<file path="src/assert_macros.svh">
// Assertion helpers shared by the RTL.
`ifndef ASSERT_MACROS_SVH
`define ASSERT_MACROS_SVH

// Property that must hold at every clock edge out of reset.
`define CLDA_ASSERT(lbl, clk, rstn, prop, msg) \
    lbl: assert property (@(posedge clk) disable iff (!rstn) (prop)) else $error(msg);

// Antecedent at one edge implies consequent at the next edge.
`define CLDA_ASSERT_NEXT(lbl, clk, rstn, ante, cons, msg) \
    lbl: assert property (@(posedge clk) disable iff (!rstn) (ante) |=> (cons)) \
        else $error(msg);

`endif

</file>
<file path="src/clda_pkg.sv">
package clda_pkg;

    localparam int SINE_TABLE_BITS = 10;
    localparam int SINE_N          = 1 << SINE_TABLE_BITS;
    localparam int QUARTER_N       = SINE_N >> 2;
    localparam int P_W             = 17;

    localparam longint ONE_Q30 = 64'sd1073741824;
    localparam longint C1      = 64'sd1686629713;
    localparam longint C3      = -64'sd693598669;
    localparam longint C5      = 64'sd85569306;
    localparam longint C7      = -64'sd5026991;
    localparam longint C9      = 64'sd172272;

    // Command from the front part to the back part.
    typedef struct packed {
        logic           close;
        logic           bank;
        logic [P_W-1:0] p;
        logic           tick;
    } t_cmd;

    // Back part reports a finished period so its buffer bank can be refilled.
    typedef struct packed {
        logic valid;
        logic bank;
    } t_done;

    typedef logic [14:0] t_qtab [QUARTER_N+1];

    // Quarter-wave sine in Q1.15, odd polynomial in Q30.
    function automatic logic [14:0] f_qsin(input int q);
        longint t;
        longint t2;
        longint p;
        longint s;
        longint r;
        t  = longint'(q) << (32 - SINE_TABLE_BITS);
        t2 = t * t / ONE_Q30;
        p  = C9;
        p  = C7 + p * t2 / ONE_Q30;
        p  = C5 + p * t2 / ONE_Q30;
        p  = C3 + p * t2 / ONE_Q30;
        p  = C1 + p * t2 / ONE_Q30;
        s  = p * t / ONE_Q30;
        r  = (s * 32767 + ONE_Q30 / 2) / ONE_Q30;
        if (r < 0) r = 0;
        if (r > 32767) r = 32767;
        return r[14:0];
    endfunction

    function automatic t_qtab f_build_qtab();
        t_qtab tab;
        for (int k = 0; k <= QUARTER_N; k++) begin
            tab[k] = f_qsin(k);
        end
        return tab;
    endfunction

    localparam t_qtab QTAB = f_build_qtab();

    // Full-turn sine from the quarter table by symmetry.
    function automatic logic signed [15:0] f_sine(input logic [SINE_TABLE_BITS-1:0] k);
        logic [1:0]                 quad;
        logic [SINE_TABLE_BITS-2:0] q;
        logic [SINE_TABLE_BITS-2:0] qi;
        logic signed [15:0]         v;
        quad = k[SINE_TABLE_BITS-1 -: 2];
        q    = {1'b0, k[SINE_TABLE_BITS-3:0]};
        qi   = quad[0] ? ((SINE_TABLE_BITS-1)'(QUARTER_N) - q) : q;
        v    = signed'({1'b0, QTAB[qi]});
        return quad[1] ? -v : v;
    endfunction

endpackage

</file>
<file path="src/clda_front.sv">
`include "assert_macros.svh"

module clda_front
    import clda_pkg::*;
#(
    parameter int MAX_PERIOD = 1024
) (
    input  logic                              i_clk,
    input  logic                              i_rst_n,
    input  logic                              i_push,
    output logic                              o_full,
    input  logic signed [15:0]                i_sig_sample,
    input  logic signed [15:0]                i_ref_sample,
    input  logic [19:0]                       i_interval,
    output logic                              o_st_we,
    output logic [$clog2(2*MAX_PERIOD)-1:0]   o_st_waddr,
    output logic [15:0]                       o_st_wdata,
    output logic                              o_cmd_push,
    output t_cmd                              o_cmd,
    input  logic                              i_cmd_full,
    input  t_done                             i_done
);

    localparam int CW  = $clog2(MAX_PERIOD + 2);
    localparam int SAW = $clog2(2 * MAX_PERIOD);

    logic          r_ref_neg;
    logic          r_locked;
    logic [CW-1:0] r_cnt;
    logic          r_bank;
    logic [1:0]    r_busy;
    logic [19:0]   r_tick;

    logic          accept;
    logic          neg;
    logic          rise;
    logic [CW-1:0] cnt_next;
    logic          close;
    logic [20:0]   tick_inc;
    logic [19:0]   interval;
    logic          tick;

    assign o_full   = i_cmd_full || r_busy[r_bank];
    assign accept   = i_push && !o_full;
    assign neg      = i_ref_sample[15];
    assign rise     = r_ref_neg && !neg;
    assign cnt_next = (r_cnt <= CW'(MAX_PERIOD)) ? r_cnt + 1'b1 : r_cnt;
    assign close    = r_locked && rise && (cnt_next <= CW'(MAX_PERIOD));
    assign interval = (i_interval == '0) ? 20'd1 : i_interval;
    assign tick_inc = {1'b0, r_tick} + 21'd1;
    assign tick     = (tick_inc >= {1'b0, interval});

    assign o_st_we    = accept && r_locked && (r_cnt < CW'(MAX_PERIOD));
    assign o_st_waddr = r_bank ? SAW'(MAX_PERIOD) + SAW'(r_cnt) : SAW'(r_cnt);
    assign o_st_wdata = i_sig_sample;

    assign o_cmd_push = accept && (close || tick);
    assign o_cmd.close = close;
    assign o_cmd.bank  = r_bank;
    assign o_cmd.p     = P_W'(cnt_next);
    assign o_cmd.tick  = tick;

    always_ff @(posedge i_clk) begin
        if (!i_rst_n) begin
            r_ref_neg <= 1'b0;
            r_locked  <= 1'b0;
            r_cnt     <= '0;
            r_bank    <= 1'b0;
            r_busy    <= '0;
            r_tick    <= '0;
        end else begin
            if (i_done.valid) begin
                r_busy[i_done.bank] <= 1'b0;
            end
            if (accept) begin
                r_ref_neg <= neg;
                r_tick    <= tick ? '0 : tick_inc[19:0];
                if (!r_locked) begin
                    if (rise) begin
                        r_locked <= 1'b1;
                        r_cnt    <= '0;
                    end
                end else begin
                    // drop an overlong period at its closing edge
                    r_cnt <= rise ? '0 : cnt_next;
                    if (close) begin
                        r_busy[r_bank] <= 1'b1;
                        r_bank         <= ~r_bank;
                    end
                end
            end
        end
    end

    `CLDA_ASSERT_NEXT(a_close_flips_bank, i_clk, i_rst_n, o_cmd_push && close,
        (r_bank != $past(r_bank)) && (r_cnt == '0), "closed period did not switch bank")

endmodule

</file>
<file path="config.mk">
export PLATFORM = sky130hd
export DESIGN_NAME = clda_front
export DESIGN_NICKNAME = d
export VERILOG_FILES = /design/src/clda_pkg.sv /design/src/clda_front.sv
export VERILOG_INCLUDE_DIRS = /design/src /design/src/src
export SDC_FILE = /design/constraint.sdc
export NUM_CORES = 1
export LEC_CHECK = 0
export ABC_AREA = 1
export BUFFER_PORTS_ARGS = -buffer_cell sky130_fd_sc_hd__buf_2
export CAP_MARGIN = 15
export CORE_MARGIN = 3
export CORE_UTILIZATION = 28
export DETAILED_ROUTE_END_ITERATION = 10
export PLACE_DENSITY_LB_ADDON = 0.25
export SLEW_MARGIN = 25
export SYNTH_ARGS = -nofsm -noshare
export SYNTH_HDL_FRONTEND = slang
export SYNTH_SLANG_ARGS = --single-unit
</file>
<file path="constraint.sdc">
create_clock -name i_clk -period 5.2 [get_ports i_clk]
set_input_delay 0.52 -clock i_clk [delete_from_list [all_inputs] [get_ports i_clk]]
set_output_delay 0.52 -clock i_clk [all_outputs]
set_load 0.03 [all_outputs]
</file>
# ---- Word-level counts from Yosys, hierarchy flattened
# Cells that the tools add are included.
# Widths: inputs -> output; s select.
dict set report totals {
  regBits 36
  out_inout_bits 50
  word_cells 58
  latchBits 0
  ramBits 0
  input_bits 58
  rom_bits 0
  memories 0
}
dict set report op_classes {
  bitwise_logic 4
  add_sub_neg 3
  muxes 20
  n_div 0
  n_reduce_logical 17
  n_eq_ne 0
  n_mul 0
  magnitude_cmp 8
  shift 0
}
# op n
set op_table {}
lappend op_table {{$mux 11} 5}
lappend op_table {{$mux 20} 2}
lappend op_table {{$le 11x11->1 const B} 2}
lappend op_table {{$add 20x1->21 const B} 1}
lappend op_table {{$ge 21x20->1} 1}
lappend op_table {{$logic_not 20->1} 1}
lappend op_table {{$add 11x1->11 const B} 1}
lappend op_table {{$add 11x11->11 const A} 1}
lappend op_table {{$lt 11x11->1 const B} 1}
lappend op_table {{$mux 2} 5}
lappend op_table {{$logic_and 1x1->1} 9}
lappend op_table {{$mux 1} 6}
lappend op_table {{$lt 1x2->1 const B} 2}
lappend op_table {{$reduce_and 3->1} 1}
lappend op_table {{$and 2x2->2} 1}
lappend op_table {{$demux 1 s1} 2}
lappend op_table {{$ge 1x1->1 const B} 2}
lappend op_table {{$logic_not 1->1} 2}
lappend op_table {{$logic_or 1x1->1} 2}
lappend op_table {{$not 2->2} 1}
lappend op_table {{$or 2x2->2} 1}
lappend op_table {{$reduce_and 2->1} 1}
lappend op_table {{$reduce_bool 2->1} 1}
lappend op_table {{$not 1->1} 1}

# ---- Longest topological paths before layout
# Gate-level depths: netlist of the first run.
dict set report logic_depth {
  word_depth 12
  depth_mapped 17
  ltp_nobuf 16
}

# ---- Least setup slack after synthesis of the first run
# No wires, ideal clock.
dict set report synth_timing {
  path_type {reg-to-output}
  start {reg r_tick[4]}
  end {out o_cmd_push}
  path_stages_with_launch 16
  n_path_buf 0
  required_time_ps 4680
  t_arrival_ps 2760
  path_slack_ps 1920
  cell_sequence {dfxtp_1 inv_1 nor3_1 nand2_1 nor2_2 nand2_1 xor2_1 inv_1 ha_1 nand2_1 nor4_1 a21oi_1 nor2_1 nor2_2 and2_1 a21oi_1}
}
dict set report synth_between {
  elab_chain_cells 4
}
# item line_no
set synth_rtl {}
lappend synth_rtl {{start: declaration} clda_front.sv:32} ;# logic [19:0] r_tick;
lappend synth_rtl {{start signal: assignment} clda_front.sv:77} ;# r_tick <= tick ? '0 : tick_inc[19:0];
lappend synth_rtl {{$add 20x1->21} clda_front.sv:50} ;# assign tick_inc = {1'b0, r_tick} + 21'd1;
lappend synth_rtl {{$ge 21x20->1} clda_front.sv:51} ;# assign tick = (tick_inc >= {1'b0, interval});
lappend synth_rtl {{$logic_or 1x1->1} clda_front.sv:57} ;# assign o_cmd_push = accept && (close || tick);
lappend synth_rtl {{$logic_and 1x1->1} clda_front.sv:57}
lappend synth_rtl {{end: declaration} clda_front.sv:18} ;# output logic o_cmd_push,
# Every way passes these cells.

# ---- Final worst setup path of the first run
dict set report layout_timing {
  start {reg r_tick[5]}
  end {out o_cmd_push}
}
# The elaborated chain is that of the path after synthesis.

==> results of run 1 <==
-- worst max-delay path, cell delays in order, from the launching register on --
cell	delay, ns
dfxtp_1	0.40
inv_1	0.07
nor3_1	0.25
nand2_1	0.14
nor2_2	0.23
nand2_1	0.11
xor2_1	0.15
inv_1	0.09
ha_1	0.30
nand2_1	0.07
nor4_1	0.43
a21oi_1	0.13
nor2_1	0.15
nor2_2	0.04
buf_4	0.21
and2_1	0.20
a21oi_1	0.12
buf_2	0.23
-- logic make-up (layout without fill, tap and decap cells) --
group / after synthesis / in the layout / share of synthesized area
compound gates: 64 / 64 / 0.104
xor+xnor: 16 / 16 / 0.0432
fa+ha+maj: 23 / 23 / 0.0887
buf+inv: 133 / 148 / 0.198
flops: 36 / 36 / 0.222
other cells: 1 / 6 / 0.00116
simple gates: 236 / 236 / 0.343
-- where the power goes --
group / internal, mW / switching, mW / total (mW)
combinational: 0.0177 / 0.0373 / 0.0550
clock: 0.191 / 0.117 / 0.308
sequential: 0.277 / 0.00151 / 0.279
total: 0.486 / 0.156 / 0.642
-- routing by layer --
metal	track usage	part of all wire	vias up
met1	0.170	0.47	1431
met2	0.219	0.46	81
met5	0	0	-
met4	0.0369	0.011	0
met3	0.0202	0.064	8
li1	-	-	1638
-- cells in the final DEF, fill, tap and decap left out, types with 3 or more instances in the layout --
cell type and instances:
nand2_1 121, inv_1 76, buf_2 54, a21oi_1 47, dfxtp_1 36, nand4_1 34, nor2_1 30, ha_1 23
nand3_1 18, xor2_1 15, o21ai_0 10, inv_2 8, nand2_2 6, nor3_1 6, conb_1 6, clkbuf_16 5
nor4_1 4, nor2_2 4, nor3_2 3, nor2_4 3
-- path summary, 6_finish.rpt --
check / startpoint / endpoint / slack, ns / depth (start not counted)
min reg2reg: r_busy[1]$_SDFF_PN0_ / r_busy[1]$_SDFF_PN0_ / 0.46 / 2
max: r_tick[5]$_SDFFE_PN0P_ / o_cmd_push / 1.08 / 17
max reg2reg: r_tick[5]$_SDFFE_PN0P_ / r_tick[19]$_SDFFE_PN0P_ / 2.09 / 16
min: r_busy[1]$_SDFF_PN0_ / r_busy[1]$_SDFF_PN0_ / 0.46 / 2
-- flip-flops by register name, indices dropped and copies added (netlist names) --
signal and cells:
r_ref_neg 1, r_cnt 11, r_tick 20, r_bank 1, r_busy 2, r_locked 1
-- layout make-up --
type,instances,share of cell area
Inverter,84,0.0889
Clock inverter,1,0.00212
Sequential cell,36,0.203
Timing Repair Buffer,56,0.0804
Clock buffer,7,0.0402
Tap cell,140,0.0494
Multi-Input combinational cell,345,0.536
==> results_dict.tcl, run 1 <==
set metrics [dict create \
    status "complete, no violations" \
    synth_warnings 0 \
    num_vias 3158 \
    skew_ns 0.00637 \
    rows 38 \
    ys_top_cells_by_count "nand2_1, inv_1, a21oi_1" \
    antenna_cells 0 \
    netlist_area_mm2 0.00325 \
    path_max_fanout 21 \
    setup.worst_path.class "flop to output port" \
    power_mw 0.642 \
    cts_buffers 5 \
    coreArea_mm2 0.0111 \
    wl_per_cell_um 12.1 \
    die_y_um 114 \
    numPortBuffers 54 \
    dpl_cell_area_mm2 0.00340 \
    nets 609 \
    place_congestion 0.876 \
    fill_cells 1249 \
    fmax_mhz 243 \
    final_core_util 0.320 \
    dp.final_hpwl_mm 6.36 \
    synth_flop_cell "dfxtp_1" \
    async_reset_ff_frac 0 \
    post-route-drc-count 0 \
    cts_resized 0 \
    setup_ws_ns 1.08 \
    viasPerCell 4.72 \
    grt_setup_unrepaired "false" \
    fin_hold_ws_ns 0.462 \
    multiInputGateArea_mm2 0.00190 \
    drive_gt1_frac 0.176 \
    start_util 0.293 \
    crit_arrival_ns 3.60 \
    drtAntennaViolNets 0 \
    drt_pass1_iterations 4 \
    grt_pass1_wl_mm 13.8 \
    synth_top_area_cell "dfxtp_1" \
    drt_iter0_markers 255 \
    htreeDepth 2 \
    num_io_pins 108 \
    slew_headroom 0.451 \
    yosysUniqueCellTypes 35 \
    synth.ff_latch_count 36 \
    synth_top_area_frac 0.222 \
    yosysMostFrequentCell "nand2_1" \
    clk_latency_ns 0.28 \
    synthTopCellsByArea "dfxtp_1, nand2_1, ha_1, inv_1, buf_4" \
    worst_ep_required_time_ns 4.68 \
    irDropWorstVdd_v 0.000100 \
    first_global_vias 2960 \
    antenna_found_initial 0 \
    final_cell_area_mm2 0.00355 \
    cts_root_buf "clkbuf_16" \
    final_cells 669 \
    finalSetupTns_ns 0 \
    tightest_slew_ns 0.822 \
    fin_crit_sh 0.793 \
    grt_max_degree 35 \
    cts_tree "yes" \
    die_area_mm2 0.0129 \
    avgSynthCellArea_um2 6.38 \
    hp-class "flop to flop" \
    netlist_instances 509 \
    grt_use_total 0.129 \
    maxCapViolCount 0 \
    synth_edf_count 0 \
    dp.cells 661 \
    cts_sinks 36 \
    syn_to_final_growth_pct 9.33 \
    regArea_um2 721 \
    grt_overflow_total 0 \
    powerDensity_mw_per_mm2 181 \
    clkTransAtPathRegs_ns 0.06 \
    post_cts_buffers 0 \
    endpoint_kind "output port" \
    setup_violations 0 \
    clock_path_buffers 2 \
    holdBufCountCts 0 \
    crit_path_start_kind "flop" \
    place_ws_ns 1.37 \
    drv_slew 0 \
    hold_viol 0 \
    routed_wl_mm 8.12 \
    fp.dieW_um 114 \
    ys_seq_area_frac 0.222 \
    fin_crit_ns 4.12 \
    leakage_nw 1.82 \
]
Note: power is estimated with default switching activity, not from simulation.
==> run 2, diff against run 1 <==
==> constraint.sdc (replaced) <==
create_clock -name i_clk -period 3.5 [get_ports i_clk]
set_input_delay 0.35 -clock i_clk [delete_from_list [all_inputs] [get_ports i_clk]]
set_output_delay 0.35 -clock i_clk [all_outputs]
set_load 0.03 [all_outputs]
==> results_dict.tcl, run 2 (synthesized netlist as in run 1, its figures left out) <==
set metrics [dict create \
    rows 38 \
    layout_common_cells "nand2_1, inv_1, buf_2" \
    first_global_vias 3016 \
    path_max_fanout 5 \
    clock_path_buffers 2 \
    endpoint_kind "output port" \
    place_ws_ns 0.224 \
    largest_register_ffs 20 \
    grt_max_degree 35 \
    fin_crit_sh 0.952 \
    num_io_pins 108 \
    hold_viol 0 \
    leakage_nw 1.94 \
    cp_slowest_cell "dfxtp_4" \
    slew_headroom 0.492 \
    timing.rr.end "r_tick[12]$_SDFFE_PN0P_" \
    hp-class "input pin to flop" \
    fp.dieW_um 114 \
    drv_slew 0 \
    top_regs "r_tick (20), r_cnt (11), r_busy (2)" \
    rr_startpoint "r_tick[3]$_SDFFE_PN0P_" \
    rrSetupSlack_ns 0.69 \
    final_cells 681 \
    dpl_cell_area_mm2 0.00344 \
    power_mw 1.02 \
    setup_violations 0 \
    antenna_cells 0 \
    wl_per_cell_um 12.6 \
    die_y_um 114 \
    grt_use_total 0.134 \
    htreeDepth 2 \
    final_cell_area_mm2 0.00378 \
    drt_iter0_markers 164 \
    grt_pass1_wl_mm 14.2 \
    syn_to_final_growth_pct 16.6 \
    setup.worst_path.class "flop to output port" \
    numPortBuffers 54 \
    drive_gt1_frac 0.240 \
    final_common_cell "nand2_1" \
    nets 621 \
    drtAntennaViolNets 0 \
    clk_latency_ns 0.28 \
    reg2reg_depth 16 \
    crit_path_start_kind "flop" \
    path_cells "nand2_2, nor3_4, nand2_2, nor2_4, buf_6, nand2_1, nor2_2, nor2_4, ha_4, nand2_2, nor4_2, buf_4, a21oi_1, nor2_1, nor2_2, and2_4, a21oi_2, buf_6" \
    crit_arrival_ns 2.98 \
    maxCapViolCount 0 \
    dp.final_hpwl_mm 6.55 \
    routed_wl_mm 8.55 \
    drt_pass1_iterations 4 \
    cp_common_cell "nand2_2" \
    grt_overflow_total 0 \
    cts_sinks 36 \
    dp.cells 666 \
    coreArea_mm2 0.0111 \
    hold_end "r_tick[0]$_SDFFE_PN0P_" \
    cts_root_buf "clkbuf_16" \
    tightest_slew_ns 0.759 \
    skew_ns 0.00738 \
    worst_ep_required_time_ns 3.15 \
    place_congestion 0.853 \
    finalSetupTns_ns 0 \
    cts_tree "yes" \
    num_vias 3231 \
    viasPerCell 4.74 \
    holdBufCountCts 0 \
    hp-start "i_rst_n" \
    die_area_mm2 0.0129 \
    status "complete, no violations" \
    start_util 0.293 \
    irDropWorstVdd_v 0.000174 \
    critPathMaxStageDelay_ns 0.37 \
    setup_ws_ns 0.166 \
    powerDensity_mw_per_mm2 268 \
    holdPathStages 3 \
    largest_register "r_tick" \
    cts_buffers 5 \
    fin_crit_ns 3.33 \
    post-route-drc-count 0 \
    fmax_mhz 300 \
    antenna_found_initial 0 \
    clkTransAtPathRegs_ns 0.06 \
]
-- run 2: critical path: cells and delay by family, from the launching register on --
kind	cells	cell delay [ns]
flops	1	0.37
simple gates	12	1.44
buf+inv	3	0.40
compound gates	2	0.20
fa+ha+maj	1	0.27
-- run 2: how the worst max path moves through the flow --
stage / start / to / depth (start not counted) / slack, ns
3_3_place_gp: r_tick[4]$_SDFFE_PN0P_ / o_cmd_push / 17 / 0.26
4_1_cts: r_tick[0]$_SDFFE_PN0P_ / o_cmd_push / 16 / 0.03
3_5_place_dp: r_tick[4]$_SDFFE_PN0P_ / o_cmd_push / 17 / 0.22
5_1_grt: r_tick[2]$_SDFFE_PN0P_ / o_cmd_push / 17 / -0.06
2_1_floorplan: r_tick[4]$_SDFFE_PN0P_ / o_cmd_push / 15 / 0.39
6_report: r_tick[2]$_SDFFE_PN0P_ / o_cmd_push / 18 / 0.17
-- run 2: layer usage --
| layer | GRT usage | wire length, um | vias up |
|---|---|---|---|
| met4 | 0.0361 | 87 | 0 |
| met5 | 0 | 0 | - |
| li1 | - | - | 1667 |
| met2 | 0.229 | 4150 | 87 |
| met3 | 0.0281 | 527 | 6 |
| met1 | 0.172 | 3790 | 1471 |
-- run 2: stage by stage --
| step | hold slack, ns | util |
|---|---|---|
| final | 0.340 | 0.342 |
| after global routing | 0.350 | 0.342 |
| after CTS | 0.330 | 0.328 |
| after detailed placement | 0.462 | 0.310 |
| after global placement | 0.463 | 0.310 |
| after floorplan | 0.443 | - |
-- run 2: area by class of cell --
type / instances / area [um^2]
Fill cell: 1244 / 7290
Multi-Input combinational cell: 345 / 2010
Sequential cell: 36 / 728
Timing Repair Buffer: 68 / 385
Inverter: 84 / 315
Tap cell: 140 / 175
Clock buffer: 5 / 125
Clock inverter: 3 / 42.5
-- run 2: power by group --
group / leakage [nW] / internal (mW) / total (mW) / switching [mW]
clock: 0.0798 / 0.335 / 0.516 / 0.181
combinational: 1.57 / 0.0292 / 0.0863 / 0.0571
sequential: 0.292 / 0.412 / 0.414 / 0.00211
-- run 2: repair_timing --
item / 4_1_cts / 5_1_grt
setup endpoints to repair: 2 / 2
hold endpoints to repair: 0 / 0
pin swaps: 1 / 16
setup buffers: 1 / 6
resized for setup: 4 / 29
