`src/assert_macros.svh`:
```
// Assertion helpers shared by the RTL.
`ifndef ASSERT_MACROS_SVH
`define ASSERT_MACROS_SVH

// Property that must hold at every clock edge out of reset.
`define CLDA_ASSERT(lbl, clk, rstn, prop, msg) \
    lbl: assert property (@(posedge clk) disable iff (!rstn) (prop)) else $error(msg);

// Antecedent at one edge implies consequent at the next edge.
`define CLDA_ASSERT_NEXT(lbl, clk, rstn, ante, cons, msg) \
    lbl: assert property (@(posedge clk) disable iff (!rstn) (ante) |=> (cons)) \
        else $error(msg);

`endif

```
`src/clda_pkg.sv`:
```
package clda_pkg;

    localparam int SINE_TABLE_BITS = 10;
    localparam int SINE_N          = 1 << SINE_TABLE_BITS;
    localparam int QUARTER_N       = SINE_N >> 2;
    localparam int P_W             = 17;

    localparam longint ONE_Q30 = 64'sd1073741824;
    localparam longint C1      = 64'sd1686629713;
    localparam longint C3      = -64'sd693598669;
    localparam longint C5      = 64'sd85569306;
    localparam longint C7      = -64'sd5026991;
    localparam longint C9      = 64'sd172272;

    // Command from the front part to the back part.
    typedef struct packed {
        logic           close;
        logic           bank;
        logic [P_W-1:0] p;
        logic           tick;
    } t_cmd;

    // Back part reports a finished period so its buffer bank can be refilled.
    typedef struct packed {
        logic valid;
        logic bank;
    } t_done;

    typedef logic [14:0] t_qtab [QUARTER_N+1];

    // Quarter-wave sine in Q1.15, odd polynomial in Q30.
    function automatic logic [14:0] f_qsin(input int q);
        longint t;
        longint t2;
        longint p;
        longint s;
        longint r;
        t  = longint'(q) << (32 - SINE_TABLE_BITS);
        t2 = t * t / ONE_Q30;
        p  = C9;
        p  = C7 + p * t2 / ONE_Q30;
        p  = C5 + p * t2 / ONE_Q30;
        p  = C3 + p * t2 / ONE_Q30;
        p  = C1 + p * t2 / ONE_Q30;
        s  = p * t / ONE_Q30;
        r  = (s * 32767 + ONE_Q30 / 2) / ONE_Q30;
        if (r < 0) r = 0;
        if (r > 32767) r = 32767;
        return r[14:0];
    endfunction

    function automatic t_qtab f_build_qtab();
        t_qtab tab;
        for (int k = 0; k <= QUARTER_N; k++) begin
            tab[k] = f_qsin(k);
        end
        return tab;
    endfunction

    localparam t_qtab QTAB = f_build_qtab();

    // Full-turn sine from the quarter table by symmetry.
    function automatic logic signed [15:0] f_sine(input logic [SINE_TABLE_BITS-1:0] k);
        logic [1:0]                 quad;
        logic [SINE_TABLE_BITS-2:0] q;
        logic [SINE_TABLE_BITS-2:0] qi;
        logic signed [15:0]         v;
        quad = k[SINE_TABLE_BITS-1 -: 2];
        q    = {1'b0, k[SINE_TABLE_BITS-3:0]};
        qi   = quad[0] ? ((SINE_TABLE_BITS-1)'(QUARTER_N) - q) : q;
        v    = signed'({1'b0, QTAB[qi]});
        return quad[1] ? -v : v;
    endfunction

endpackage

```
`src/clda_cmd_fifo.sv`:
```
`include "assert_macros.svh"

module clda_cmd_fifo
    import clda_pkg::*;
#(
    parameter int DEPTH = 4
) (
    input  logic i_clk,
    input  logic i_rst_n,
    input  logic i_push,
    input  t_cmd i_data,
    output logic o_full,
    input  logic i_pop,
    output t_cmd o_data,
    output logic o_empty
);

    localparam int AW = $clog2(DEPTH);
    localparam int CW = $clog2(DEPTH + 1);

    t_cmd          r_mem [DEPTH];
    logic [AW-1:0] r_wr;
    logic [AW-1:0] r_rd;
    logic [CW-1:0] r_count;
    logic          do_push;
    logic          do_pop;

    assign o_full  = (r_count == CW'(DEPTH));
    assign o_empty = (r_count == '0);
    assign do_push = i_push && !o_full;
    assign do_pop  = i_pop && !o_empty;
    assign o_data  = r_mem[r_rd];

    always_ff @(posedge i_clk) begin
        if (do_push) begin
            r_mem[r_wr] <= i_data;
        end
    end

    always_ff @(posedge i_clk) begin
        if (!i_rst_n) begin
            r_wr    <= '0;
            r_rd    <= '0;
            r_count <= '0;
        end else begin
            if (do_push) begin
                r_wr <= (r_wr == AW'(DEPTH - 1)) ? '0 : r_wr + 1'b1;
            end
            if (do_pop) begin
                r_rd <= (r_rd == AW'(DEPTH - 1)) ? '0 : r_rd + 1'b1;
            end
            if (do_push && !do_pop) begin
                r_count <= r_count + 1'b1;
            end else if (do_pop && !do_push) begin
                r_count <= r_count - 1'b1;
            end
        end
    end

    `CLDA_ASSERT_NEXT(a_fifo_count_up, i_clk, i_rst_n, do_push && !do_pop,
        r_count == $past(r_count) + 1'b1, "command queue count did not advance")

endmodule

```
`config.mk`:
```
export PLATFORM = sky130hd
export DESIGN_NAME = clda_cmd_fifo
export DESIGN_NICKNAME = d
export VERILOG_FILES = /design/src/clda_pkg.sv /design/src/clda_cmd_fifo.sv
export VERILOG_INCLUDE_DIRS = /design/src /design/src/src
export SDC_FILE = /design/constraint.sdc
export NUM_CORES = 1
export LEC_CHECK = 0
export BUFFER_PORTS_ARGS = -buffer_cell sky130_fd_sc_hd__buf_4
export CAP_MARGIN = 10
export CORE_ASPECT_RATIO = 0.8
export CORE_MARGIN = 3
export CORE_UTILIZATION = 51
export CTS_CLUSTER_SIZE = 40
export DETAILED_ROUTE_END_ITERATION = 7
export MAX_ROUTING_LAYER = met4
export PLACE_DENSITY = 0.75
export SKIP_LAST_GASP = 1
export SLEW_MARGIN = 40
export SYNTH_ARGS = -nofsm -noshare
export SYNTH_HDL_FRONTEND = slang
export SYNTH_SLANG_ARGS = --single-unit
```
`constraint.sdc`:
```
create_clock -name i_clk -period 2.1 [get_ports i_clk]
set_input_delay 0.42 -clock i_clk [delete_from_list [all_inputs] [get_ports i_clk]]
set_output_delay 0.42 -clock i_clk [all_outputs]
set_load 0.01 [all_outputs]
```
### Word-level counts from Yosys, hierarchy flattened

Memory sizes are Yosys's and may differ from the RTL's. A register that Yosys moved wholly into a read port is not among the register bits.
Cells that the tools add are included.
W data, S select, Z words.

| storage, ports and cells | value |
|---|---|
| bits in registers | 7 |
| memory bits (writable) | 80 |
| input port bits | 24 |
| output and inout bits | 22 |
| logic and storage cells | 29 |
| memories kept | 1 |

| cells by class | value |
|---|---|
| $add $sub $neg | 4 |
| eq/ne operators | 3 |
| multiplexer cells | 8 |
| reductions and logical operators | 10 |

Memories:

| memory | words | bits a word | read ports | clocked after Yosys merged registers in | wr ports | RTL line | RTL |
|---|---|---|---|---|---|---|---|
| r_mem | 4 | 20 | 1 | 1 | 1 | clda_cmd_fifo.sv:21 | `t_cmd r_mem [DEPTH];` |

Operators by type and width:

| kind | number |
|---|---|
| $mux W2 | 4 |
| $mux W3 | 2 |
| $add A2 B1 Y2 const B | 2 |
| $eq A2 B2 Y1 const B | 2 |
| $logic_and A1 B1 Y1 | 4 |
| $logic_not A1 Y1 | 4 |
| $add A3 B1 Y3 const B | 1 |
| $eq A3 B3 Y1 const B | 1 |
| $logic_not A3 Y1 | 1 |
| $sub A3 B1 Y3 const B | 1 |
| $mux W1 | 2 |
| $reduce_bool A2 Y1 | 1 |

### Longest topological paths before layout

Gate-level depths: netlist of run 1.

| depth | value |
|---|---|
| depth after elaboration | 7 |
| depth in mapped cells | 9 |

### Worst setup path before layout of run 1

OpenSTA, ideal clock, no wires.

| path | value |
|---|---|
| path kind | register to register |
| start point | reg r_count[0] |
| end point | reg r_count[2] |
| library setup time | 76 ps |
| data arrival time | 2,017 ps |
| required time | 2,024 ps |
| setup slack | 7 ps |
| cell stages (with the launch flop) | 8 |
| clock period less this slack | 2,093 ps |
| path through | dfxtp_1 > o31ai_1 > ha_1 > inv_1 > fa_1 > xor2_1 > or3_1 > a21boi_0 |

| on the way | value |
|---|---|
| word-level cells in the longest chain between the ends | 6 |
| elaborated cells on any way between the ends | 15 |

Ends and longest elaborated chain:

| what | RTL line | RTL |
|---|---|---|
| from (decl) | clda_cmd_fifo.sv:24 | `logic [CW-1:0] r_count;` |
| from (signal assigned) | clda_cmd_fifo.sv:53 | `r_count <= r_count + 1'b1;` |
| from (signal assigned) | clda_cmd_fifo.sv:55 | `r_count <= r_count - 1'b1;` |
| parallel branches: the longest is 6 deep, another holds $sub A3 B1 Y3 | n/a |  |

Several ways; the timed one is not identified. The select of a mux whose other input is x is not followed.
A chain may end at the register's enable or synchronous reset.

==> results of run 1 <==
-- stage by stage --
stage / hold WS (ps) / power [mW]
final: 263 / 4.79
after global routing: 242 / 5.02
after CTS: 246 / 4.78
after detailed placement: 531 / 3.64
after global placement: 487 / 3.56
after floorplan: 468 / 3.02
-- synth_stat cells (2+ instances only) --
cell type	number	area, sq um
ha_1	6	75.1
mux4_2	20	450
mux2i_1	3	30.0
buf_2	3	15.0
and2_1	5	31.3
nor2_1	2	7.51
dfxtp_1	9	180
nor2b_1	2	12.5
nand2_1	6	22.5
o21ai_0	3	15.0
edfxtp_1	80	2400
nand3_1	2	10.0
inv_1	3	11.3
buf_4	2	15.0
-- cells by family (layout without fill, tap and decap cells) --
family | after synthesis | after routing | share of synthesized area (%)
AO/OA/AOI/OAI | 5 | 5 | 0.894
XOR/XNOR | 2 | 2 | 0.522
adder cells (fa/ha/maj) | 7 | 7 | 2.83
buffers and inverters | 9 | 77 | 1.34
flip-flops | 89 | 89 | 76.9
multiplexers | 23 | 23 | 14.3
AND/OR/NAND/NOR | 20 | 20 | 3.20
-- flip-flops by register name (all words and copies together) (netlist names), named ones only --
signal / count
r_wr: 2
r_rd: 2
r_count: 3
r_mem: 80
-- power by group --
group / switching [mW] / internal [mW] / total (mW)
combinational: 0.590 / 0.788 / 1.38
sequential: 0.117 / 2.17 / 2.28
clock: 0.570 / 0.555 / 1.12
-- timing repair --
| action | 4_1_cts | 5_1_grt |
|---|---|---|
| endpoints found under the setup margin | 1 | 4 |
| gates cloned | 0 | 1 |
| gates resized for setup | 3 | 6 |
| endpoints found under the hold margin | 0 | 0 |
| setup buffers | 2 | 0 |
| hold buffers | 0 | 0 |
-- worst max-delay path: stages (launching register included) --
cell     delay [ps]
dfxtp_2         390
buf_4           180
mux4_2          520
buf_4           160
-- worst paths after layout --
check	cells past startpoint	slack [ps]	endpoint	start
setup / recovery	3	80	o_data[13]	register
hold / removal	1	260	r_mem[0][16]$_DFFE_PP_	i_data[16]
setup reg to reg	8	130	r_count[2]$_SDFFE_PN0P_	r_count[2]$_SDFFE_PN0P_
hold reg to reg	2	530	r_wr[1]$_SDFFE_PN0P_	r_wr[1]$_SDFFE_PN0P_
-- layout make-up --
cell class              instances  area [sq um]
clock buffers                  10           128
clock inverters                 6          65.1
fillers                       401          1960
inverters                       3          11.3
multi-input cells              57           749
flip-flops and latches         89          2590
well taps                      81           101
repair buffers                 58           528
-- per-layer routing --
layer  wire length, um  up-vias
met2              3130       44
met5                 0        -
met3               269        6
met1              2280      840
li1                  -      750
met4                68        0
-- placed cells by master (no fill, tap or decap), types with 2 or more instances in the layout --
cell type  Yosys  final
and2_1         5      5
buf_12         0      6
inv_6          0      2
edfxtp_1      80     80
buf_4          2     51
mux4_2        20     20
dfxtp_2        0      4
nand3_1        2      2
mux2i_1        3      3
dfxtp_1        9      5
clkbuf_8       0      9
o21ai_0        3      3
nor2_1         2      2
inv_1          3      3
nand2_1        6      6
ha_1           6      5
==> metrics.md, run 1 <==
| Metric | Value |
|---|---|
| Area Overhead vs Synth | `24.2%` |
| Vias after detailed routing | `1640` |
| Die Y-Extent | `78.6 um` |
| DRT iter0 DRCs | `59` |
| Total grt overflow | `0` |
| First-pass GRT wire length | `9320 um` |
| # rows | `25` |
| Crit path max fanout | `4` |
| Critical path class | `reg2out` |
| Gpl congestion | `0.707` |
| Drt wl/cell | `18.9 um` |
| Number of buffers created by CTS | `9` |
| Placed instance count | `285` |
| Max-slew violation count | `0` |
| First drt pass iteration count | `4` |
| Post-synth EDFFs | `80` |
| N_diodes | `0` |
| CP arrival | `1600 ps` |
| Grt met2 use | `30.6%` |
| GRT busiest layer | `met2` |
| Period utilisation layout | `96.2%` |
| YS warnings | `0` |
| Post-route core utilization | `68.0%` |
| Post-DP HPWL | `3980 um` |
| Worst path required time | `1680 ps` |
| Cells after Synth | `155` |
| Htree depth | `3` |
| Die area | `7600 sq um` |
| PnR worst setup slack | `80.1 ps` |
| GR Util met3 | `6.04%` |
| Total track usage | `17.0%` |
| Yosys cell types | `23` |
| Sequential area share after synthesis | `76.9%` |
| CTS sink count | `89` |
| Clock-pin slew on the worst setup and hold paths | `90 ps` |
| # Max-Cap Violations | `0` |
| Startpoint Class | `register` |
| Syn_area_per_cell | `21.7 sq um` |
| Peak supply drop | `622 uV` |
| Outcome | `completed` |
| Pre-CTS setup slack | `-99.1 ps` |
| Vias in the first global route | `1843` |
| Nets | `249` |
| Area after DPL | `3910 sq um` |
| Register bit total from synthesis | `89` |
| CTS Root Cell | `clkbuf_8` |
| Setup-failing EPs final | `0` |
| Hold Vio Cnt, Final | `0` |
| DRC | `0` |
| Clock tree buffer depth | `2` |
| Largest net degree at the start of global routing | `18` |
| CTS tree | `built` |
| Syn nets | `186` |
| Initial Util | `54.8%` |
| Leakage | `1.46 nW` |
| Post-route cell area | `4170 sq um` |
| Peak Freq | `495 MHz` |
| Via-to-Cell Ratio | `5.39` |
| Crit end category | `primary output` |
| GR Util met1 | `17.1%` |
| Pwr Density | `1150 nW/um^2` |
| Hold Crit Class | `in2reg` |
| Clock Skew | `11.1 ps` |
| Die W | `96.7 um` |
| Asr flop ratio synth | `0%` |
| Slew HR | `79.9%` |
| Antenna viol nets, final | `0` |
| Share of layout cells above drive strength 1 | `44.8%` |
| Final wirelength | `5750 um` |
| Netlist Area Pre-Place | `3360 sq um` |
| Ports | `46` |
| Least-Margin Pin Slew | `301 ps` |
| Initial antenna violation count | `0` |
| RSZ-0062 raised after global routing | `true` |
| Port-buffer cells | `45` |
| Setup_tns | `0 ps` |
| Fin crit period | `2020 ps` |
| Dominant synthesized flop cell | `edfxtp_1` |
| Worst skew pair latency | `350 ps` |
| Core area | `6130 sq um` |
| Finished Layout Cells | `304` |
(Power assumes the default switching activity.)
==> run 2: changes to the inputs <==
CORE_UTILIZATION = 30   (was 51)
PLACE_DENSITY = default   (was 0.75)
==> run 2 against run 1 <==
Effect of this change: global-route usage fell by 6.8 points; via count fell by 4.1%; clock power rose by 29%; clock skew fell by 4.8 ps; highest routed layer unchanged; sequential share of layout area fell by 0.87 points; register-to-register slack barely moved; critical path depth did not move.
==> metrics.md, run 2 (synthesis results as in run 1) <==
| Metric | Value |
|---|---|
| Drt wl/cell | `15.9 um (was 18.9 um)` |
| CTS Root Cell | `clkbuf_16 (was clkbuf_8)` |
| CP arrival | `1580 ps (was 1600 ps)` |
| Max-slew violation count | `0 (unchanged)` |
| Initial antenna violation count | `0 (unchanged)` |
| Post-route cell area | `4230 sq um (was 4170 sq um)` |
| Setup_tns | `0 ps (unchanged)` |
| # rows | `33 (was 25)` |
| Postcts setup bufs | `0 (was 2)` |
| R2R Path End | `r_count[2]$_SDFFE_PN0P_ (unchanged)` |
| Peak Freq | `499 MHz (was 495 MHz)` |
| Clock-pin slew on the worst setup and hold paths | `60 ps (was 90 ps)` |
| Ports | `46 (unchanged)` |
| Worst path required time | `1680 ps (about the same)` |
| Outcome | `completed (unchanged)` |
| Crit end category | `primary output (unchanged)` |
| Slew HR | `78.0% (was 79.9%)` |
| Met3 WL | `254 um (was 269 um)` |
| Share of layout cells above drive strength 1 | `43.6% (was 44.8%)` |
| Worst skew pair latency | `330 ps (was 350 ps)` |
| Total grt overflow | `0 (unchanged)` |
| Area after DPL | `3940 sq um (was 3910 sq um)` |
| Period utilisation layout | `95.4% (was 96.2%)` |
| Reg-to-reg slack, setup | `120 ps (was 130 ps)` |
| Area Overhead vs Synth | `25.9% (was 24.2%)` |
| Via-to-Cell Ratio | `4.37 (was 5.39)` |
| FF-to-FF Start | `r_count[2]$_SDFFE_PN0P_ (unchanged)` |
| Startpoint Class | `register (unchanged)` |
| Htree depth | `3 (unchanged)` |
| Gpl congestion | `0.676 (was 0.707)` |
| Least-Margin Pin Slew | `331 ps (was 301 ps)` |
| DRT met1 WL | `2580 um (was 2280 um)` |
| Clock Skew | `6.38 ps (was 11.1 ps)` |
| Crit path max fanout | `20 (was 4)` |
| Die Y-Extent | `101 um (was 78.6 um)` |
| N_diodes | `0 (unchanged)` |
| Filler instances | `947 (was 401)` |
| Commonest non-fill, non-tap cell in the layout | `edfxtp_1 (unchanged)` |
| Leakage | `1.46 nW (about the same)` |
| Clock tree buffer depth | `2 (unchanged)` |
| Max reg flops | `80 (unchanged)` |
| Nets | `246 (was 249)` |
| CTS tree | `built (unchanged)` |
| Worst hold margin | `291 ps (was 263 ps)` |
| Fin crit period | `2000 ps (was 2020 ps)` |
| Post-DP HPWL | `3560 um (was 3980 um)` |
| CTS sink count | `89 (unchanged)` |
| Total track usage | `10.2% (was 17.0%)` |
| Port-buffer cells | `45 (unchanged)` |
| Biggest register | `r_mem (unchanged)` |
| DRT iter0 DRCs | `91 (was 59)` |
| Number of buffers created by CTS | `9 (unchanged)` |
| Peak supply drop | `450 uV (was 622 uV)` |
| Vias after detailed routing | `1573 (was 1640)` |
| # Max-Cap Violations | `0 (unchanged)` |
| Setup-failing EPs final | `0 (unchanged)` |
| Pwr Density | `1180 nW/um^2 (was 1150 nW/um^2)` |
| Worst r2r path cells | `8 (unchanged)` |
| Routed wl met2 | `2810 um (was 3130 um)` |
| Top Metal Used | `met4 (unchanged)` |
| Antenna viol nets, final | `0 (unchanged)` |
| Critical path class | `reg2out (unchanged)` |
| DRC | `0 (unchanged)` |
| Die area | `12500 sq um (was 7600 sq um)` |
| Hold Vio Cnt, Final | `0 (unchanged)` |
| CP endpoint | `o_data[4] (was o_data[13])` |
| Highest-count cells in the layout ignoring fill and taps | `edfxtp_1 (80), buf_4 (53), mux4_2 (20) (was edfxtp_1 (80), buf_4 (51), mux4_2 (20))` |
| First-pass GRT wire length | `9320 um (about the same)` |
| Hold Crit Class | `in2reg (unchanged)` |
| Initial Util | `31.8% (was 54.8%)` |
| Core area | `10600 sq um (was 6130 sq um)` |
| First drt pass iteration count | `4 (unchanged)` |
| Largest net degree at the start of global routing | `21 (was 18)` |
| Vias in the first global route | `1698 (was 1843)` |
| Die W | `124 um (was 96.7 um)` |
| Post-CTS Hold Buffers | `0 (unchanged)` |
| Final wirelength | `5710 um (was 5750 um)` |
| Biggest regs | `r_mem x80, r_count x3 (unchanged)` |
-- run 2: layer usage --
metal	global-route usage, %	vias to the layer above
li1	-	744
met1	12.6	789
met2	15.4	32
met3	3.92	8
met4	3.54	0
met5	-	-
-- run 2: how the worst min path moves through the flow --
stage | from | endpoint | slack (ps) | cells past startpoint
3_5_place_dp | r_wr[1]$_SDFFE_PN0P_ | r_wr[1]$_SDFFE_PN0P_ | 500 | 2
5_1_grt | i_data[10] | r_mem[1][10]$_DFFE_PP_ | 270 | 1
2_1_floorplan | r_wr[1]$_SDFFE_PN0P_ | r_wr[1]$_SDFFE_PN0P_ | 470 | 2
3_3_place_gp | r_wr[1]$_SDFFE_PN0P_ | r_wr[1]$_SDFFE_PN0P_ | 490 | 2
6_report | i_data[17] | r_mem[0][17]$_DFFE_PP_ | 290 | 1
4_1_cts | i_data[15] | r_mem[2][15]$_DFFE_PP_ | 270 | 1
-- run 2: critical path: stages (launching register included) --
cell and delay, ps:
dfxtp_2 340, buf_12 210, mux4_2 540, buf_4 160
-- run 2: layout make-up --
cell class                 instances  area (sq um)  area share (%)
clock buffer                      10           229            5.42
clock inverter                     6          41.3           0.977
inverter                           3          11.3           0.266
multi-input combinational         57           747            17.7
sequential                        89          2590            61.2
tap                              140           175            4.14
timing repair buffer              55           438            10.4
-- run 2: where the power goes --
part | internal (mW) | switching, mW | total, mW
Combinational | 0.709 | 0.593 | 1.30
Sequential | 2.17 | 0.0869 | 2.25
Clock | 0.805 | 0.636 | 1.44
Total | 3.68 | 1.32 | 5.00
-- run 2: what timing repair did --
item / in CTS / in global routing
pin swaps: 0 / 1
endpoints found under the setup margin: 1 / 1
resized for setup: 1 / 5
-- run 2: through the flow --
| step | instances | total power [mW] | setup slack, ps | util, % |
|---|---|---|---|---|
| 2_1_floorplan | 155 | 3.02 | 7.05 | - |
| 3_5_place_dp | 344 | 3.61 | -24.4 | 37.3 |
| 5_1_grt | 360 | 5.29 | -15.2 | 40.0 |
| 3_3_place_gp | 344 | 3.59 | 116 | 37.3 |
| 6_report | 360 | 5.00 | 96.7 | 40.0 |
| 4_1_cts | 360 | 5.07 | 53.1 | 39.9 |
==> run 3: changes to the inputs <==
BUFFER_PORTS_ARGS = default   (was -buffer_cell sky130_fd_sc_hd__buf_4)
CORE_UTILIZATION = 45   (was 30)
DONT_BUFFER_PORTS = 1   (was default)
clock period = 1.8 ns   (was 2.1 ns; I/O delays follow)
==> run 3 against run 2 <==
Effect of this change: the run now ends with negative setup slack left; power up 6.3%; routed wire length down 2.2%; flip-flop and latch count unchanged; worst setup slack worse by 220 ps; sequential share of layout area up 5.8 points; clock power down 7%; via count down 5.0%; largest power group unchanged.
==> metrics.md, run 3 (synthesis results as in run 1) <==
| Metric | Value |
|---|---|
| Peak supply drop | `656 uV (was 450 uV)` |
| Slew HR | `73.8% (was 78.0%)` |
| Share of layout cells above drive strength 1 | `35.1% (was 43.6%)` |
| Reg-to-reg slack, setup | `-130 ps (was 120 ps)` |
| Pwr Density | `1370 nW/um^2 (was 1180 nW/um^2)` |
| Die W | `103 um (was 124 um)` |
| Max-slew violation count | `0 (unchanged)` |
| N_diodes | `0 (unchanged)` |
| Clock Skew | `12.2 ps (was 6.38 ps)` |
| GRT busiest layer | `met2 (unchanged)` |
| Die area | `8540 sq um (was 12500 sq um)` |
| Ports | `46 (unchanged)` |
| Initial Util | `47.6% (was 31.8%)` |
| Hold Vio Cnt, Final | `0 (unchanged)` |
| Core area | `7060 sq um (was 10600 sq um)` |
| Worst skew pair latency | `350 ps (was 330 ps)` |
| Number of buffers created by CTS | `9 (unchanged)` |
| Final wirelength | `5580 um (was 5710 um)` |
| Port-buffer cells | `0 (was 45)` |
| Antenna viol nets, final | `0 (unchanged)` |
| Area Overhead vs Synth | `15.2% (was 25.9%)` |
| Grt met2 use | `23.7% (was 15.4%)` |
| Peak Freq | `519 MHz` |
| Die Y-Extent | `83.3 um (was 101 um)` |
| Crit end category | `register (was primary output)` |
| Least-Margin Pin Slew | `390 ps (was 331 ps)` |
| Commonest non-fill, non-tap cell in the layout | `edfxtp_1 (unchanged)` |
| Placed instance count | `255 (was 344)` |
| Total grt overflow | `0 (unchanged)` |
| Total track usage | `15.0% (was 10.2%)` |
| GR Util met1 | `17.2% (was 12.6%)` |
| Setup-failing EPs final | `5 (was 0)` |
| Htree depth | `3 (unchanged)` |
| Outcome | `finished with violations (was completed)` |
| DRT iter0 DRCs | `55 (was 91)` |
| Filler instances | `523 (was 947)` |
| First drt pass iteration count | `3 (was 4)` |
| CTS sink count | `89 (unchanged)` |
| Largest net degree at the start of global routing | `17 (was 21)` |
| Highest-count cells in the layout ignoring fill and taps | `edfxtp_1 (80), mux4_2 (20), buf_4 (17) (was edfxtp_1 (80), buf_4 (53), mux4_2 (20))` |
| Biggest register | `r_mem (unchanged)` |
| # Max-Cap Violations | `0 (unchanged)` |
| GR Util met3 | `6.13% (was 3.92%)` |
| Vias after detailed routing | `1495 (was 1573)` |
| Hold Crit Class | `in2reg (unchanged)` |
| CP arrival | `2200 ps (was 1580 ps)` |
| Crit path max fanout | `4 (was 20)` |
| Period utilisation layout | `107%` |
| Tot Pwr | `5.31 mW (was 5.00 mW)` |
| Post-CTS Hold Buffers | `0 (unchanged)` |
| Biggest regs | `r_mem x80, r_count x3 (unchanged)` |
| PnR worst setup slack | `-126 ps (was 96.7 ps)` |
| Worst Setup SP | `r_count[2]$_SDFFE_PN0P_` |
| Nets | `211 (was 246)` |
| Clock-pin slew on the worst setup and hold paths | `90 ps (was 60 ps)` |
| Startpoint Class | `register (unchanged)` |
| CTS tree | `built (unchanged)` |
| Vias in the first global route | `1668 (was 1698)` |
| R2R Path End | `r_count[2]$_SDFFE_PN0P_ (unchanged)` |
| FF-to-FF Start | `r_count[2]$_SDFFE_PN0P_ (unchanged)` |
| Worst r2r path cells | `8 (unchanged)` |
| Critical path class | `reg2reg (was reg2out)` |
| Finished Layout Cells | `272 (was 360)` |
| Worst path required time | `2070 ps (was 1680 ps)` |
| DRC | `0 (unchanged)` |
| Leakage | `1.27 nW (was 1.46 nW)` |
| First-pass GRT wire length | `8880 um (was 9320 um)` |
| Via-to-Cell Ratio | `5.50 (was 4.37)` |
| Initial antenna violation count | `0 (unchanged)` |
| CP endpoint | `r_count[2]$_SDFFE_PN0P_ (was o_data[4])` |
| Fin crit period | `1930 ps` |
| CTS Root Cell | `clkbuf_8 (was clkbuf_16)` |
| Post-DP HPWL | `3800 um (was 3560 um)` |
| # rows | `27 (was 33)` |
| Gpl congestion | `0.655 (was 0.676)` |
| Max reg flops | `80 (unchanged)` |
| Drt wl/cell | `20.5 um (was 15.9 um)` |
| Violated checks | `negative setup slack` |
| Clock tree buffer depth | `2 (unchanged)` |
| RSZ-0062 raised after global routing | `true` |
-- run 3: cell count changes in the layout (fill, tap and decap cells not counted), sizes merged --
| cell | previous run | this run |
|---|---|---|
| clkbuf | 10 | 9 |
| bufinv | 0 | 1 |
| clkinvlp | 0 | 2 |
| buf | 55 | 20 |
| inv | 5 | 4 |
| clkinv | 4 | 3 |
-- run 3: power breakdown --
group / leakage [nW] / internal [mW] / total, mW / switching [mW]
combinational: 0.359 / 0.675 / 1.33 / 0.656
clock: 0.0973 / 0.652 / 1.34 / 0.686
sequential: 0.809 / 2.53 / 2.64 / 0.111
total: 1.27 / 3.86 / 5.31 / 1.45
-- run 3: metrics by stage --
step           area, sq um  util (%)  setup slack (ps)  setup TNS, ps  hold slack (ps)
6_report              3870      54.8              -126           -140             95.2
3_3_place_gp          3610      51.2             -39.3          -39.3              459
5_1_grt               3870      54.8              -181          -1190             55.6
4_1_cts               3900      55.2              -149          -1200             69.3
2_1_floorplan         3400         -             -56.2          -56.2              459
3_5_place_dp          3610      51.2              -171           -171              459
-- run 3: cell type report --
cell class	instances	area [sq um]	area share, %
Sequential cell	89	2590	66.9
Multi-Input combinational cell	57	768	19.9
Timing Repair Buffer	20	188	4.85
Clock buffer	9	124	3.20
Tap cell	87	109	2.81
Clock inverter	7	78.8	2.04
Inverter	3	11.3	0.291
-- run 3: worst max-delay path, stage by stage (launching register included) --
cell      delay (ps)
dfxtp_2          330
buf_4            140
o31ai_4          230
ha_4             170
inv_1             50
fa_2             340
xor2_1           160
or3_1            310
a21boi_1         130
-- run 3: worst min path at each step --
stage | startpoint | end | slack (ps) | cells past startpoint
6_report | i_data[7] | r_mem[0][7]$_DFFE_PP_ | 100 | 0
5_1_grt | i_data[18] | r_mem[3][18]$_DFFE_PP_ | 60 | 0
4_1_cts | i_data[18] | r_mem[3][18]$_DFFE_PP_ | 70 | 0
3_5_place_dp | i_data[18] | r_mem[3][18]$_DFFE_PP_ | 460 | 0
3_3_place_gp | i_data[17] | r_mem[2][17]$_DFFE_PP_ | 460 | 0
2_1_floorplan | i_data[0] | r_mem[0][0]$_DFFE_PP_ | 460 | 0
-- run 3: what timing repair did --
action | CTS | global route
cloned | 1 | 0
buffers inserted | 1 | 0
setup endpoints to repair | 21 | 21
resized for setup | 10 | 0
pin swaps | 0 | 0
-- run 3: layer usage --
| metal | share of wire, % | wire length (um) |
|---|---|---|
| met4 | 1.2 | 65 |
| met2 | 53 | 2940 |
| met3 | 4.7 | 260 |
| met1 | 41 | 2310 |
| met5 | 0 | 0 |
